<file path="src/hdl/tbpc_pkg.sv">
`timescale 1ns / 1ps
`default_nettype none

package tbpc_pkg;

	// Stream payload widths (whole bytes) and field widths
	localparam int S_TDATA_W = 40;
	localparam int M_TDATA_W = 8;
	localparam int TIME_W    = 32;
	localparam int EVENT_W   = 3;
	localparam int CFG_W     = 16;

	// Reset value of the long press threshold in ms
	localparam logic [CFG_W-1:0] LONG_PRESS_RESET = 16'd1000;

	// Pin edge selector carried in tuser
	localparam logic FUNC_ORANGE = 1'b0;
	localparam logic FUNC_BLUE   = 1'b1;

	// Press event codes
	localparam logic [EVENT_W-1:0] EV_NONE               = 3'd0;
	localparam logic [EVENT_W-1:0] EV_BLUE_SHORT         = 3'd1;
	localparam logic [EVENT_W-1:0] EV_BLUE_LONG          = 3'd2;
	localparam logic [EVENT_W-1:0] EV_ORANGE_SHORT       = 3'd3;
	localparam logic [EVENT_W-1:0] EV_ORANGE_LONG        = 3'd4;
	localparam logic [EVENT_W-1:0] EV_CHORD_ORANGE_FIRST = 3'd5;
	localparam logic [EVENT_W-1:0] EV_CHORD_BLUE_FIRST   = 3'd6;
	localparam logic [EVENT_W-1:0] EV_UNUSED             = 3'd7;

	// One pin edge item
	typedef struct packed {
		logic              func;
		logic              blue_level;
		logic              orange_level;
		logic [TIME_W-1:0] now_ms;
	} item_t;

endpackage

`default_nettype wire

</file>
<file path="src/hdl/tbpc_classify.sv">
`timescale 1ns / 1ps
`default_nettype none

// Press/release classification and the per-button state it keeps.
module tbpc_classify (
	input  wire logic                          clk,
	input  wire logic                          arst_n,
	input  wire logic                          fire,
	input  wire tbpc_pkg::item_t               item,
	input  wire logic                          cfg_we,
	input  wire logic [tbpc_pkg::CFG_W-1:0]    cfg_data,
	output      logic [tbpc_pkg::EVENT_W-1:0]  press_event
);

	logic [tbpc_pkg::CFG_W-1:0]  long_press_q;
	logic [tbpc_pkg::TIME_W-1:0] orange_down_time_q;
	logic [tbpc_pkg::TIME_W-1:0] blue_down_time_q;
	logic                        orange_supp_q;
	logic                        blue_supp_q;

	logic                        is_blue;
	logic                        self_up;
	logic                        other_held;
	logic                        self_supp;
	logic [tbpc_pkg::TIME_W-1:0] down_time;
	logic [tbpc_pkg::TIME_W-1:0] held;
	logic [tbpc_pkg::TIME_W-1:0] order_diff;
	logic                        is_long;
	logic                        orange_first;
	logic                        release_live;
	logic                        set_other_supp;

	// Select the edge's own button and the other one
	always_comb begin
		is_blue    = (item.func == tbpc_pkg::FUNC_BLUE);
		self_up    = is_blue ? item.blue_level : item.orange_level;
		other_held = is_blue ? !item.orange_level : !item.blue_level;
		self_supp  = is_blue ? blue_supp_q : orange_supp_q;
		down_time  = is_blue ? blue_down_time_q : orange_down_time_q;
	end

	// Held time and chord order, both modulo 2^32
	assign held         = item.now_ms - down_time;
	assign is_long      = held > {{(tbpc_pkg::TIME_W-tbpc_pkg::CFG_W){1'b0}}, long_press_q};
	assign order_diff   = blue_down_time_q - orange_down_time_q;
	assign orange_first = (order_diff != '0) && !order_diff[tbpc_pkg::TIME_W-1];

	assign release_live   = self_up && !self_supp;
	assign set_other_supp = release_live && other_held;

	// Event decode
	always_comb begin
		press_event = tbpc_pkg::EV_NONE;
		if (release_live) begin
			if (other_held) begin
				if (is_long) begin
					press_event = orange_first ? tbpc_pkg::EV_CHORD_ORANGE_FIRST
					                           : tbpc_pkg::EV_CHORD_BLUE_FIRST;
				end
			end else if (is_long) begin
				press_event = is_blue ? tbpc_pkg::EV_BLUE_LONG : tbpc_pkg::EV_ORANGE_LONG;
			end else begin
				press_event = is_blue ? tbpc_pkg::EV_BLUE_SHORT : tbpc_pkg::EV_ORANGE_SHORT;
			end
		end
	end

	// Threshold register
	always_ff @(posedge clk or negedge arst_n) begin
		if (!arst_n) begin
			long_press_q <= tbpc_pkg::LONG_PRESS_RESET;
		end else if (cfg_we) begin
			long_press_q <= cfg_data;
		end
	end

	// Press times and suppression flags
	always_ff @(posedge clk or negedge arst_n) begin
		if (!arst_n) begin
			orange_down_time_q <= '0;
			blue_down_time_q   <= '0;
			orange_supp_q      <= 1'b0;
			blue_supp_q        <= 1'b0;
		end else if (fire) begin
			if (is_blue) begin
				if (!self_up) begin
					blue_down_time_q <= item.now_ms;
				end else begin
					blue_supp_q <= 1'b0;
					if (set_other_supp) begin
						orange_supp_q <= 1'b1;
					end
				end
			end else begin
				if (!self_up) begin
					orange_down_time_q <= item.now_ms;
				end else begin
					orange_supp_q <= 1'b0;
					if (set_other_supp) begin
						blue_supp_q <= 1'b1;
					end
				end
			end
		end
	end

	// A released blue button is never left suppressed
	a_release_clears: assert property (@(posedge clk) disable iff (!arst_n)
		fire && self_up && is_blue |=> !blue_supp_q)
		else $error("blue suppression survived its own release");

endmodule

`default_nettype wire

</file>
<file path="src/hdl/two_button_press_classifier.sv">
`timescale 1ns / 1ps
`default_nettype none

// Two-button press classifier.
// Slave stream: one pin edge item per beat. s_tuser is the edge selector
// (0 orange, 1 blue); s_tdata carries both pin levels and the ms timestamp.
// Master stream: one press event per item, in m_tdata[2:0] (0 means none).
// Path: an accepted item is held in the input register, then the classify logic
// feeds the result register, which drives m_tvalid.
// Throughput: one item per cycle without stalls; state updates as the item
// moves into the result register, so the next item sees it in the next cycle.
// Stalls: while m_tready is low the result register holds; the input register
// still takes one more item, then s_tready drops until the result is taken.
// Reset (arst_n low): both stages empty, press times and suppression flags
// cleared, long press threshold back to 1000 ms.
// cfg_data writes the threshold; the cfg channel is always ready. It must be
// written only while the block holds no items; the block does not enforce this.
module two_button_press_classifier (
	input  wire logic                            clk,
	input  wire logic                            arst_n,
	input  wire logic                            s_tvalid,
	output      logic                            s_tready,
	// [0] blue_level, [1] orange_level, [33:2] now_ms, [39:34] zero
	input  wire logic [tbpc_pkg::S_TDATA_W-1:0]  s_tdata,
	// [0] func
	input  wire logic                            s_tuser,
	output      logic                            m_tvalid,
	input  wire logic                            m_tready,
	// [2:0] press_event, [7:3] zero
	output      logic [tbpc_pkg::M_TDATA_W-1:0]  m_tdata,
	input  wire logic                            cfg_valid,
	output      logic                            cfg_ready,
	input  wire logic [tbpc_pkg::CFG_W-1:0]      cfg_data
);

	tbpc_pkg::item_t               item_s1;
	logic                          valid_s1;
	logic [tbpc_pkg::EVENT_W-1:0]  event_s2;
	logic                          valid_s2;
	logic [tbpc_pkg::EVENT_W-1:0]  event_next;
	logic                          advance;
	logic                          s_fire;

	// Handshake
	assign advance   = valid_s1 && (!valid_s2 || m_tready);
	assign s_tready  = !valid_s1 || advance;
	assign s_fire    = s_tvalid && s_tready;
	assign cfg_ready = 1'b1;

	// Input register
	always_ff @(posedge clk or negedge arst_n) begin
		if (!arst_n) begin
			valid_s1 <= 1'b0;
		end else if (s_tready) begin
			valid_s1 <= s_tvalid;
		end
	end

	always_ff @(posedge clk) begin
		if (s_fire) begin
			item_s1.func         <= s_tuser;
			item_s1.blue_level   <= s_tdata[0];
			item_s1.orange_level <= s_tdata[1];
			item_s1.now_ms       <= s_tdata[tbpc_pkg::TIME_W+1:2];
		end
	end

	tbpc_classify u_classify (
		.clk         (clk),
		.arst_n      (arst_n),
		.fire        (advance),
		.item        (item_s1),
		.cfg_we      (cfg_valid && cfg_ready),
		.cfg_data    (cfg_data),
		.press_event (event_next)
	);

	// Result register
	always_ff @(posedge clk or negedge arst_n) begin
		if (!arst_n) begin
			valid_s2 <= 1'b0;
		end else if (!valid_s2 || m_tready) begin
			valid_s2 <= valid_s1;
		end
	end

	always_ff @(posedge clk) begin
		if (advance) begin
			event_s2 <= event_next;
		end
	end

	assign m_tvalid = valid_s2;
	assign m_tdata  = {{(tbpc_pkg::M_TDATA_W-tbpc_pkg::EVENT_W){1'b0}}, event_s2};

	// Checks
	a_code_range: assert property (@(posedge clk) disable iff (!arst_n)
		m_tvalid |-> m_tdata[tbpc_pkg::EVENT_W-1:0] != tbpc_pkg::EV_UNUSED)
		else $error("unused event code on output");

	a_press_none: assert property (@(posedge clk) disable iff (!arst_n)
		advance && ((item_s1.func == tbpc_pkg::FUNC_BLUE) ? !item_s1.blue_level
		                                                  : !item_s1.orange_level)
		|=> m_tdata[tbpc_pkg::EVENT_W-1:0] == tbpc_pkg::EV_NONE)
		else $error("press edge produced an event");

	a_advance_fills: assert property (@(posedge clk) disable iff (!arst_n)
		advance |=> m_tvalid)
		else $error("item lost between stages");

	a_empty_ready: assert property (@(posedge clk) disable iff (!arst_n)
		!valid_s1 |-> s_tready)
		else $error("empty input stage not ready");

endmodule

`default_nettype wire

</file>
<file path="config.mk">
export PLATFORM = sky130hd
export DESIGN_NAME = two_button_press_classifier
export DESIGN_NICKNAME = d
export VERILOG_FILES = /design/src/hdl/tbpc_pkg.sv /design/src/hdl/tbpc_classify.sv /design/src/hdl/two_button_press_classifier.sv
export SDC_FILE = /design/constraint.sdc
export NUM_CORES = 1
export LEC_CHECK = 0
export BUFFER_PORTS_ARGS = -buffer_cell sky130_fd_sc_hd__buf_2
export CAP_MARGIN = 10
export CORE_MARGIN = 2
export CORE_UTILIZATION = 56
export DETAILED_ROUTE_END_ITERATION = 12
export GPL_ROUTABILITY_DRIVEN = 1
export PLACE_DENSITY_LB_ADDON = 0.2
export SLEW_MARGIN = 30
export SYNTH_ARGS = -nofsm -noshare
export SYNTH_HDL_FRONTEND = slang
export SYNTH_HIERARCHICAL = 1
export SYNTH_SLANG_ARGS = --single-unit
</file>
<file path="constraint.sdc">
create_clock -name clk -period 6.54 [get_ports clk]
set_input_delay 0.654 -clock clk [delete_from_list [all_inputs] [get_ports clk]]
set_output_delay 0.654 -clock clk [all_outputs]
set_load 0.01 [all_outputs]
</file>
==> flow_summary.ini, run 1 <==
[run_status]
status = finished clean

[grt]
grt_max_degree = 63
antenna_found_initial = 0
grt_pass1_vias = 7577
grt_pass1_wl_um = 37380
grt_overflow = 0
grt_usage_pct = 26.85

[sta]
fin_crit_sh_pct = 82.17
fin_skew_ns = 0.01032
hold_viol = 0
rsz0062_at_grt = false
fmax_mhz = 186.1
tns_ns = 0
slew_viol_final = 0
worstMarginPinSlew_ns = 0.8238
slew-limit-headroom_pct = 45.08
hold_slack_ns = 0.1251
fin_ws_ns = 1.166
finalWorstPathRequiredPeriod_ns = 5.374
setup_violations = 0

[finish]
fin_util_pct = 63.79
finalInstanceArea_um2 = 10130
diodes = 0
area_delta_synth_final_pct = 11.33
fin_nets = 1197
drive_gt1_share_pct = 14.17
final_cells = 1282
n_fill_cell = 1373

[route]
avgRoutedWirePerCell_um = 17.81
firstDrtPassIters = 6
ant_nets = 0
drt-initial-drc-count = 648
viasPerCell = 6.113
drc_errors = 0
drt_wl_total_um = 22840
via_count = 7837

[critical_path]
start_kind = register
r2r_cells = 20
worstReg2RegEnd = event_s2[1]
r2r_setup_slack_ns = 1.17
path_class = reg2reg
cp_slowest_stage_delay_ns = 0.88
path_delay_family = simple AND/OR/NAND/NOR gates
r2r-start = item_s1[34]
crit_top_cell = nand4_1
arrival_ns = 5.65
critPathMaxFanout = 13
crit_chain = mux2_2 > ha_1 > fa_1 > nor2b_1 > o21bai_1 > nand3_1 > nand2_1 > o21ai_0 > a21oi_1 > xnor2_1 > ha_1 > nand4_1 > or4_1 > nand2_1 > nand4_1 > a21oi_1 > and4_1 > nand4_1 > or4_1 > nand3_1
endpoint_kind = register
cp_slowest_cell = edfxtp_1
cp_num_buf_inv = 0
cp_data_required_time_ns = 6.82

[power]
vdd.ir_drop.worst_mv = 0.2284
p_leak_nw = 4.519
powerDensity_nw_per_um2 = 405.0
power_mw = 4.104

[clock_network]
cts_hold_buf = 0
cts_buffer_depth = 2
cts.sinks = 122
clk_pin_slew_ns = 0.06
cts_post_setup_buffers_inserted = 0
numCtsBuffers = 17
htreeDepth = 4
cts_resized = 0
clock_latency_ns = 0.42
cts_tree = yes
cts_root_buf = clkbuf_16

[hold_path]
hold_path.class = in2async

[logic_synthesis]
ys_ff_latch = 122
yosys_warnings = 6
synth_edf_count = 38
synth_cell_types = 79
post-synth-top-area-cell = dfrtp_1
synth_most_common_cell = nand2_1
yosys-top-cells-count = nand2_1 (119), o21ai_0 (88), ha_1 (80)
ys_seq_area_share_pct = 35.71
synth.cell_area_um2 = 9102
avgSynthCellArea_um2 = 9.021
async_reset_ff_share_pct = 68.85
dominantRegCellSynth = dfrtp_1
synth_cells = 1009
synth_area_leaders = dfrtp_1 (21%), edfxtp_1 (13%), ha_1 (11%)
synth_top_cell_area_share_pct = 21.44

[floorplanning]
rows = 46
ioPinCount = 73
coreArea_um2 = 15890
initial_core_util_pct = 57.30
die_y_um = 131.5
die_x_um = 131.5
dieArea_um2 = 17290

[placed_design]
port_buffers = 60
gp_congestion = 0.9766
dp_hpwl_um = 16860
post-place-ws_ns = 1.267
dp_cells = 1250
placedInstanceArea_um2 = 9539

[flow_run]
cap_violations = 0
==> cells in the final DEF, fill, tap and decap left out, types with 7 or more instances in the layout <==
cell / synthesis / final
a31oi_1: 7 / 7
o211ai_1: 8 / 8
o21bai_1: 7 / 7
xor2_1: 15 / 15
nand2_1: 119 / 119
a21o_1: 18 / 18
and3_1: 10 / 10
dfrtp_1: 78 / 78
inv_1: 77 / 77
mux2i_1: 34 / 34
nor3_1: 11 / 11
xnor2_1: 16 / 16
a21oi_1: 66 / 66
o21ai_0: 88 / 88
nor2_1: 42 / 42
a211oi_1: 7 / 7
ha_1: 80 / 80
buf_2: 5 / 59
nand3_1: 29 / 29
edfxtp_1: 38 / 38
clkbuf_16: 0 / 18
nor2b_1: 10 / 10
nand2b_1: 12 / 12
nand4_1: 23 / 23
o2111ai_1: 9 / 9
mux2_2: 35 / 35
or3_1: 7 / 7
o31ai_1: 7 / 7
o21a_1: 10 / 10
==> area by class of cell <==
class | count | area, um2 | share of cell area [%]
multi-input combinational | 770 | 5389 | 53.18
sequential | 122 | 3251 | 32.08
clock buffer | 25 | 506.7 | 5.001
timing repair buffer | 65 | 340.3 | 3.358
inverter | 77 | 289.0 | 2.852
tap | 216 | 270.3 | 2.667
clock inverter | 7 | 87.58 | 0.8643
==> state kept, by name, indices dropped and copies added (netlist names) <==
name                           cells
event_s2                           3
item_s1                           35
m_tvalid                           1
u_classify/blue_down_time_q       32
u_classify/blue_supp_q             1
u_classify/long_press_q           16
u_classify/orange_down_time_q     32
u_classify/orange_supp_q           1
valid_s1                           1
==> layer usage <==
layer | global-route usage [%] | share of wire, %
met5 | 0 | 0
met4 | 8.514 | 2.5
met3 | 5.556 | 6.2
met2 | 42.03 | 44
met1 | 37.43 | 47
==> where the power goes <==
part	total, mW	switching (mW)	internal (mW)
Clock	0.943	0.331	0.612
Sequential	1.03	0.100	0.927
Combinational	2.13	1.28	0.853
==> cells by family after synthesis <==
group           after synthesis  share of synthesized area (%)
xor+xnor                     31                          2.983
mux                          70                          8.234
simple gates                300                          16.30
flops                       122                          35.71
other cells                   2                        0.08250
compound gates              281                          19.95
buf+inv                     121                          5.306
fa+ha+maj                    82                          11.44
==> worst reg2reg max path: cells and delay by family, from the launching register on <==
kind / cells / cell delay (ns)
flops: 1 / 0.88
simple gates: 11 / 2.12
compound gates: 4 / 0.72
xor+xnor: 1 / 0.16
fa+ha+maj: 3 / 0.94
mux: 1 / 0.43
==> worst max path at each step <==
stage                startpoint     endpoint  slack, ns  cells past startpoint
detailed placement  item_s1[34]  event_s2[1]       1.27                     20
global placement    item_s1[34]  event_s2[1]       1.37                     20
finish              item_s1[34]  event_s2[1]       1.17                     20
global route        item_s1[34]  event_s2[1]       0.85                     20
CTS                 item_s1[34]  event_s2[1]       1.20                     20
floorplan           item_s1[34]  event_s2[1]       1.71                     21
Power figures use the tool's default switching activity.
==> run 2: changes to the inputs <==
clock period = 4.5 ns   (was 6.54 ns; I/O delays follow)
==> run 2 against run 1 <==
  * The run now ends with setup timing left
  * Die area is the same
  * Via count fell by 0.13%
  * Design area increased by 3.2%
  * Worst setup slack worse by 1.2 ns
  * Utilization up 2.0 points
  * Clock skew decreased by 0.00068 ns
  * Sequential share of layout area shrank 0.99 points
  * Global-route usage grew 1.3 points
  * Final cell count rose by 1.9%
  * Flip-flop and latch count is the same
  * Non-clock buffer count grew 24
  * Clock power rose by 56%
  * Critical path type unchanged
  * Critical endpoint unchanged
  * Largest cell class unchanged
  * Highest routed layer unchanged
==> flow_summary.ini, run 2 (synthesized netlist as in run 1, its figures left out) <==
[critical_path]
endpoint_kind = register
arrival_ns = 4.85
critPathMaxFanout = 4
cp_slowest_stage_delay_ns = 0.53
start_kind = register
path_class = reg2reg
r2r_cells = 19
r2r_setup_slack_ns = -0.05
crit_chain = mux2_4 > ha_4 > fa_2 > nor2b_2 > o21bai_1 > nand3_1 > nand2_2 > o21ai_2 > xor2_1 > ha_1 > nand4_1 > or4_1 > nand2_1 > nand4_1 > a21oi_1 > and4_1 > nand4_1 > or4_4 > nand3_2
r2r-start = item_s1[34]
crit_top_cell = nand4_1
cp_slowest_cell = or4_1
cp_data_required_time_ns = 4.79
worstReg2RegEnd = event_s2[1]

[route]
ant_nets = 0
firstDrtPassIters = 5
drc_errors = 0
viasPerCell = 5.993
drt-initial-drc-count = 712
avgRoutedWirePerCell_um = 18.29
via_count = 7827
drt_wl_total_um = 23890

[sta]
worstMarginPinSlew_ns = 0.7598
fin_crit_sh_pct = 101.2
fmax_mhz = 219.6
fin_ws_ns = -0.05432
hold_slack_ns = 0.1034
slew_viol_final = 0
rsz0062_at_grt = true
slew-limit-headroom_pct = 49.35
setup_violations = 1
finalWorstPathRequiredPeriod_ns = 4.554
fin_skew_ns = 0.009635
hold_viol = 0

[run_status]
violations = setup timing
status = finished with violations

[placed_design]
port_buffers = 60
dp_hpwl_um = 17340
gp_congestion = 0.9206
post-place-ws_ns = -0.007880

[power]
swShare_pct = 42.28
intPower_mw = 3.580
vdd.ir_drop.worst_mv = 0.3424
p_leak_nw = 4.656
power_switching_mw = 2.623
pwr-share-seq_pct = 24.2
powerDensity_nw_per_um2 = 593.1
p_comb_share_pct = 52.1
clkPwrFrac_pct = 23.6

[clock_network]
cts_tree = yes
clk_pin_slew_ns = 0.06
htreeDepth = 4
cts_buffer_depth = 2
cts.sinks = 122
cts_root_buf = clkbuf_16
numCtsBuffers = 17
clock_latency_ns = 0.42
cts_hold_buf = 0

[grt]
grt_max_degree = 63
grt_overflow = 0
antenna_found_initial = 0
grt_pass1_vias = 7595
grt_usage_pct = 28.11
grt_pass1_wl_um = 38590

[finish]
top_register = item_s1
drive_gt1_share_pct = 18.07
layout_commonest_cell = nand2_1
fin_nets = 1221
largest_register_ffs = 35
top_regs = item_s1 x35, u_classify/blue_down_time_q x32, u_classify/orange_down_time_q x32
diodes = 0
area_delta_synth_final_pct = 14.89
layout_common_cells = nand2_1 (116), o21ai_0 (87), dfrtp_1 (78)

[hold_path]
hold_path.class = in2async

[floorplanning]
dieArea_um2 = 17290
coreArea_um2 = 15890
ioPinCount = 73
die_y_um = 131.5
rows = 46
die_x_um = 131.5
initial_core_util_pct = 57.30

[flow_run]
cap_violations = 0
==> run 2: cell types whose count changed in the layout (fill, tap and decap cells not counted), moves of 4 or more <==
cell	delta
buf_4	+20
inv_6	+8
buf_6	+4
clkbuf_1	-4
==> run 2: worst max-delay path: cells and delay by family (launching register included) <==
kind                     cells  cell delay, ns
AO/OA/AOI/OAI                3            0.40
multiplexers                 1            0.35
flip-flops                   1            0.49
XOR/XNOR                     1            0.09
adder cells (fa/ha/maj)      3            0.87
AND/OR/NAND/NOR             11            2.20
==> run 2: repair_timing <==
item | CTS | global route
cloned | 0 | 1
pin swaps | 0 | 14
gates resized for setup | 5 | 22
endpoints found under the setup margin | 2 | 3
endpoints found under the hold margin | 0 | 0
buffers inserted | 0 | 2
==> run 2: worst max path at each step <==
stage | from | to | slack (ns) | depth (start not counted)
3_5_place_dp | item_s1[34] | event_s2[1] | -0.008 | 20
4_1_cts | item_s1[34] | event_s2[1] | 0.007 | 20
2_1_floorplan | item_s1[34] | event_s2[1] | 0.06 | 22
3_3_place_gp | item_s1[34] | event_s2[1] | 0.05 | 20
6_report | item_s1[34] | event_s2[1] | -0.05 | 19
5_1_grt | item_s1[34] | event_s2[1] | -0.26 | 20
==> run 2: power groups by stage <==
stage	Combinational (mW)	Sequential [mW]	Clock, mW
after floorplan	2.35	1.46	0
after global placement	3.05	1.50	0
after detailed placement	3.09	1.51	0
after CTS	3.13	1.49	1.49
after global routing	3.58	1.53	1.54
final	3.23	1.50	1.47
==> run 2: metrics by stage <==
| stage | instance area, um2 | utilization (%) | setup TNS, ns | power, mW | instances |
|---|---|---|---|---|---|
| CTS | 10340 | 65.11 | 0 | 6.118 | 1303 |
| detailed placement | 9697 | 61.04 | -0.007880 | 4.602 | 1271 |
| global placement | 9697 | 61.04 | 0 | 4.555 | 1271 |
| floorplan | 9125 | - | 0 | 3.809 | 1013 |
| finish | 10460 | 65.83 | -0.05432 | 6.203 | 1306 |
| global route | 10460 | 65.83 | -0.3818 | 6.646 | 1306 |
==> run 2: per-layer routing <==
layer	routed length (um)	share of wire (%)	up-vias	track usage (%)
met5	0	0	-	0
met4	439	1.8	0	7.911
met3	1450	6.1	28	5.517
met2	11080	46	237	44.56
met1	10930	46	3746	39.30
li1	-	-	3816	-
==> run 2: area by class of cell <==
type	count	area (um2)
timing repair buffer	89	535.5
clock buffer	17	425.4
inverter	77	289.0
sequential	122	3251
fill	1292	5428
clock inverter	15	203.9
multi-input combinational	770	5483
tap	216	270.3
==> run 3: changes to the inputs <==
PLACE_DENSITY = 0.78   (was default)
PLACE_DENSITY_LB_ADDON = default   (was 0.2)
==> run 3 against run 2 <==
  * The run still ends with setup timing left
  * Worst setup slack worse by 0.16 ns
  * Critical path depth grew 1
  * Maximum frequency shrank 3.4%
  * Global-route usage decreased by 1.2 points
  * Routed wire length grew 0.20%
  * First-iteration DRC count up 12%
  * Final cell count is 0.31% higher
  * Utilization barely moved
  * Via count is 3.8% higher
  * Clock-buffer cell count grew 8
  * Clock power fell by 13%
  * Total power down 1.7%
  * Critical path type unchanged
  * Critical endpoint unchanged
  * Largest power group unchanged
==> flow_summary.ini, run 3 (synthesized netlist as in run 1, its figures left out) <==
[clock_network]
cts.sinks = 122
cts_buffer_depth = 2
htreeDepth = 4
clock_latency_ns = 0.42
numCtsBuffers = 17
cts_tree = yes
clk_pin_slew_ns = 0.05
cts_root_buf = clkbuf_16

[critical_path]
critPathLaunch = item_s1[34]
r2r_cells = 20
r2r-start = item_s1[34]
arrival_ns = 5.00
path_delay_family = simple AND/OR/NAND/NOR gates
crit_chain = buf_6 > mux2i_2 > ha_4 > nor2b_2 > o21bai_1 > nand2_1 > a21oi_2 > o21bai_2 > a211oi_2 > a21oi_1 > ha_1 > nand4_1 > or4_4 > nand2_2 > nand4_1 > a21oi_2 > and4_1 > nand4_1 > or4_1 > nand3_1
worstReg2RegEnd = event_s2[1]
r2r_setup_slack_ns = -0.22
cp_slowest_cell = or4_4
cp_data_required_time_ns = 4.79
cp-endpoint = event_s2[1]
path_depth = 20
start_kind = register
path_class = reg2reg
crit_top_cell = nand4_1
endpoint_kind = register
cp_slowest_stage_delay_ns = 0.55
critPathMaxFanout = 5
cp_num_buf_inv = 1

[grt]
grt_pass1_wl_um = 37500
grt_max_degree = 63
grt_usage_pct = 26.92
grt_overflow = 0
grt_pass1_vias = 7527
antenna_found_initial = 1

[finish]
layout_commonest_cell = nand2_1
top_regs = item_s1 x35, u_classify/blue_down_time_q x32, u_classify/orange_down_time_q x32
fin_nets = 1224
largest_register_ffs = 35
drive_gt1_share_pct = 18.94
top_register = item_s1
fin_util_pct = 65.87
layout_common_cells = nand2_1 (116), o21ai_0 (87), dfrtp_1 (78)
n_fill_cell = 1290
finalInstanceArea_um2 = 10460
area_delta_synth_final_pct = 14.96

[power]
p_comb_share_pct = 54.5
p_leak_nw = 4.639
powerDensity_nw_per_um2 = 582.6
power_switching_mw = 2.591
clkPwrFrac_pct = 20.9
swShare_pct = 42.50
power_mw = 6.097
vdd.ir_drop.worst_mv = 0.3256
pwr-share-seq_pct = 24.6
intPower_mw = 3.505

[route]
ant_nets = 0
drt_wl_total_um = 23940
drc_errors = 0
viasPerCell = 6.202
drt-initial-drc-count = 795
avgRoutedWirePerCell_um = 18.27
via_count = 8124
firstDrtPassIters = 6

[sta]
worstMarginPinSlew_ns = 0.6853
setup_violations = 3
slew_viol_final = 0
fin_crit_sh_pct = 104.8
finalWorstPathRequiredPeriod_ns = 4.716
hold_viol = 0
slew-limit-headroom_pct = 54.23
fin_ws_ns = -0.2158
fmax_mhz = 212.1
fin_skew_ns = 0.007609
hold_slack_ns = 0.02842
rsz0062_at_grt = true

[floorplanning]
rows = 46
die_x_um = 131.5
initial_core_util_pct = 57.30
die_y_um = 131.5
dieArea_um2 = 17290
ioPinCount = 73
coreArea_um2 = 15890

[hold_path]
hold_path.class = in2async

[placed_design]
gp_congestion = 0.9421
placedInstanceArea_um2 = 9629
port_buffers = 60
dp_hpwl_um = 16810
post-place-ws_ns = -0.09581

[flow_run]
cap_violations = 0

[run_status]
violations = setup timing
status = finished with violations
[run 3: changes by cell type in the layout (fill, tap and decap cells not counted), moves of 2 or more]
cell / delta
a21oi_1: -5
ha_2: +2
clkinv_2: +4
inv_6: -8
clkbuf_1: +3
ha_1: -2
buf_6: +2
bufinv_16: -3
a21oi_2: +5
clkbuf_8: +4
[run 3: metal layers]
layer | track usage, % | routed length [um] | vias up
li1 | - | - | 3824
met1 | 37.20 | 10840 | 3873
met2 | 41.77 | 10740 | 355
met3 | 4.861 | 1436 | 72
met4 | 11.17 | 924 | 0
met5 | 0 | 0 | -
[run 3: worst reg2reg max path, cell delays in order, from the launching register on]
cell and delay, ns:
edfxtp_1 0.47, buf_6 0.19, mux2i_2 0.31, ha_4 0.27, nor2b_2 0.17, o21bai_1 0.19
nand2_1 0.10, a21oi_2 0.18, o21bai_2 0.11, a211oi_2 0.27, a21oi_1 0.10, ha_1 0.29
nand4_1 0.15, or4_4 0.55, nand2_2 0.09, nand4_1 0.11, a21oi_2 0.13, and4_1 0.21
nand4_1 0.17, or4_1 0.45, nand3_1 0.09
[run 3: cell type report]
cell class                      instances  area (um2)  area share (%)
Clock buffer                           25       516.7           4.938
Tap cell                              216       270.3           2.583
Timing Repair Buffer                   92       565.5           5.405
Inverter                               77       289.0           2.762
Multi-Input combinational cell        770        5529           52.84
Clock inverter                          7       40.04          0.3826
Antenna cell                            1       2.502         0.02391
Sequential cell                       122        3251           31.07
[run 3: how the worst min path moves through the flow]
stage	from	endpoint	slack [ns]
3_3_place_gp	u_classify/orange_supp_q	u_classify/orange_supp_q	0.48
2_1_floorplan	arst_n	m_tvalid	0.15
3_5_place_dp	u_classify/orange_supp_q	u_classify/orange_supp_q	0.49
6_report	arst_n	u_classify/orange_down_time_q[21]	0.03
5_1_grt	arst_n	u_classify/blue_down_time_q[8]	0.07
4_1_cts	arst_n	u_classify/orange_down_time_q[8]	0.06
[run 3: timing repair]
action / CTS / global route
cloned: 1 / 0
resized for setup: 7 / 33
setup endpoints to repair: 2 / 3
pin swaps: 4 / 19
hold buffers: 0 / 0
buffers inserted: 3 / 11
[run 3: power groups by stage]
stage / Clock (mW) / Sequential [mW] / Combinational [mW]
finish: 1.28 / 1.50 / 3.32
CTS: 1.29 / 1.49 / 3.12
global route: 1.35 / 1.52 / 3.62
global placement: 0 / 1.50 / 2.99
floorplan: 0 / 1.46 / 2.35
detailed placement: 0 / 1.51 / 3.05
[run 3: stage by stage]
| step | setup TNS [ns] | instances |
|---|---|---|
| after floorplan | 0 | 1013 |
| after global placement | 0 | 1262 |
| after detailed placement | -0.09581 | 1262 |
| after CTS | 0 | 1298 |
| after global routing | -0.7602 | 1310 |
| final | -0.3661 | 1310 |
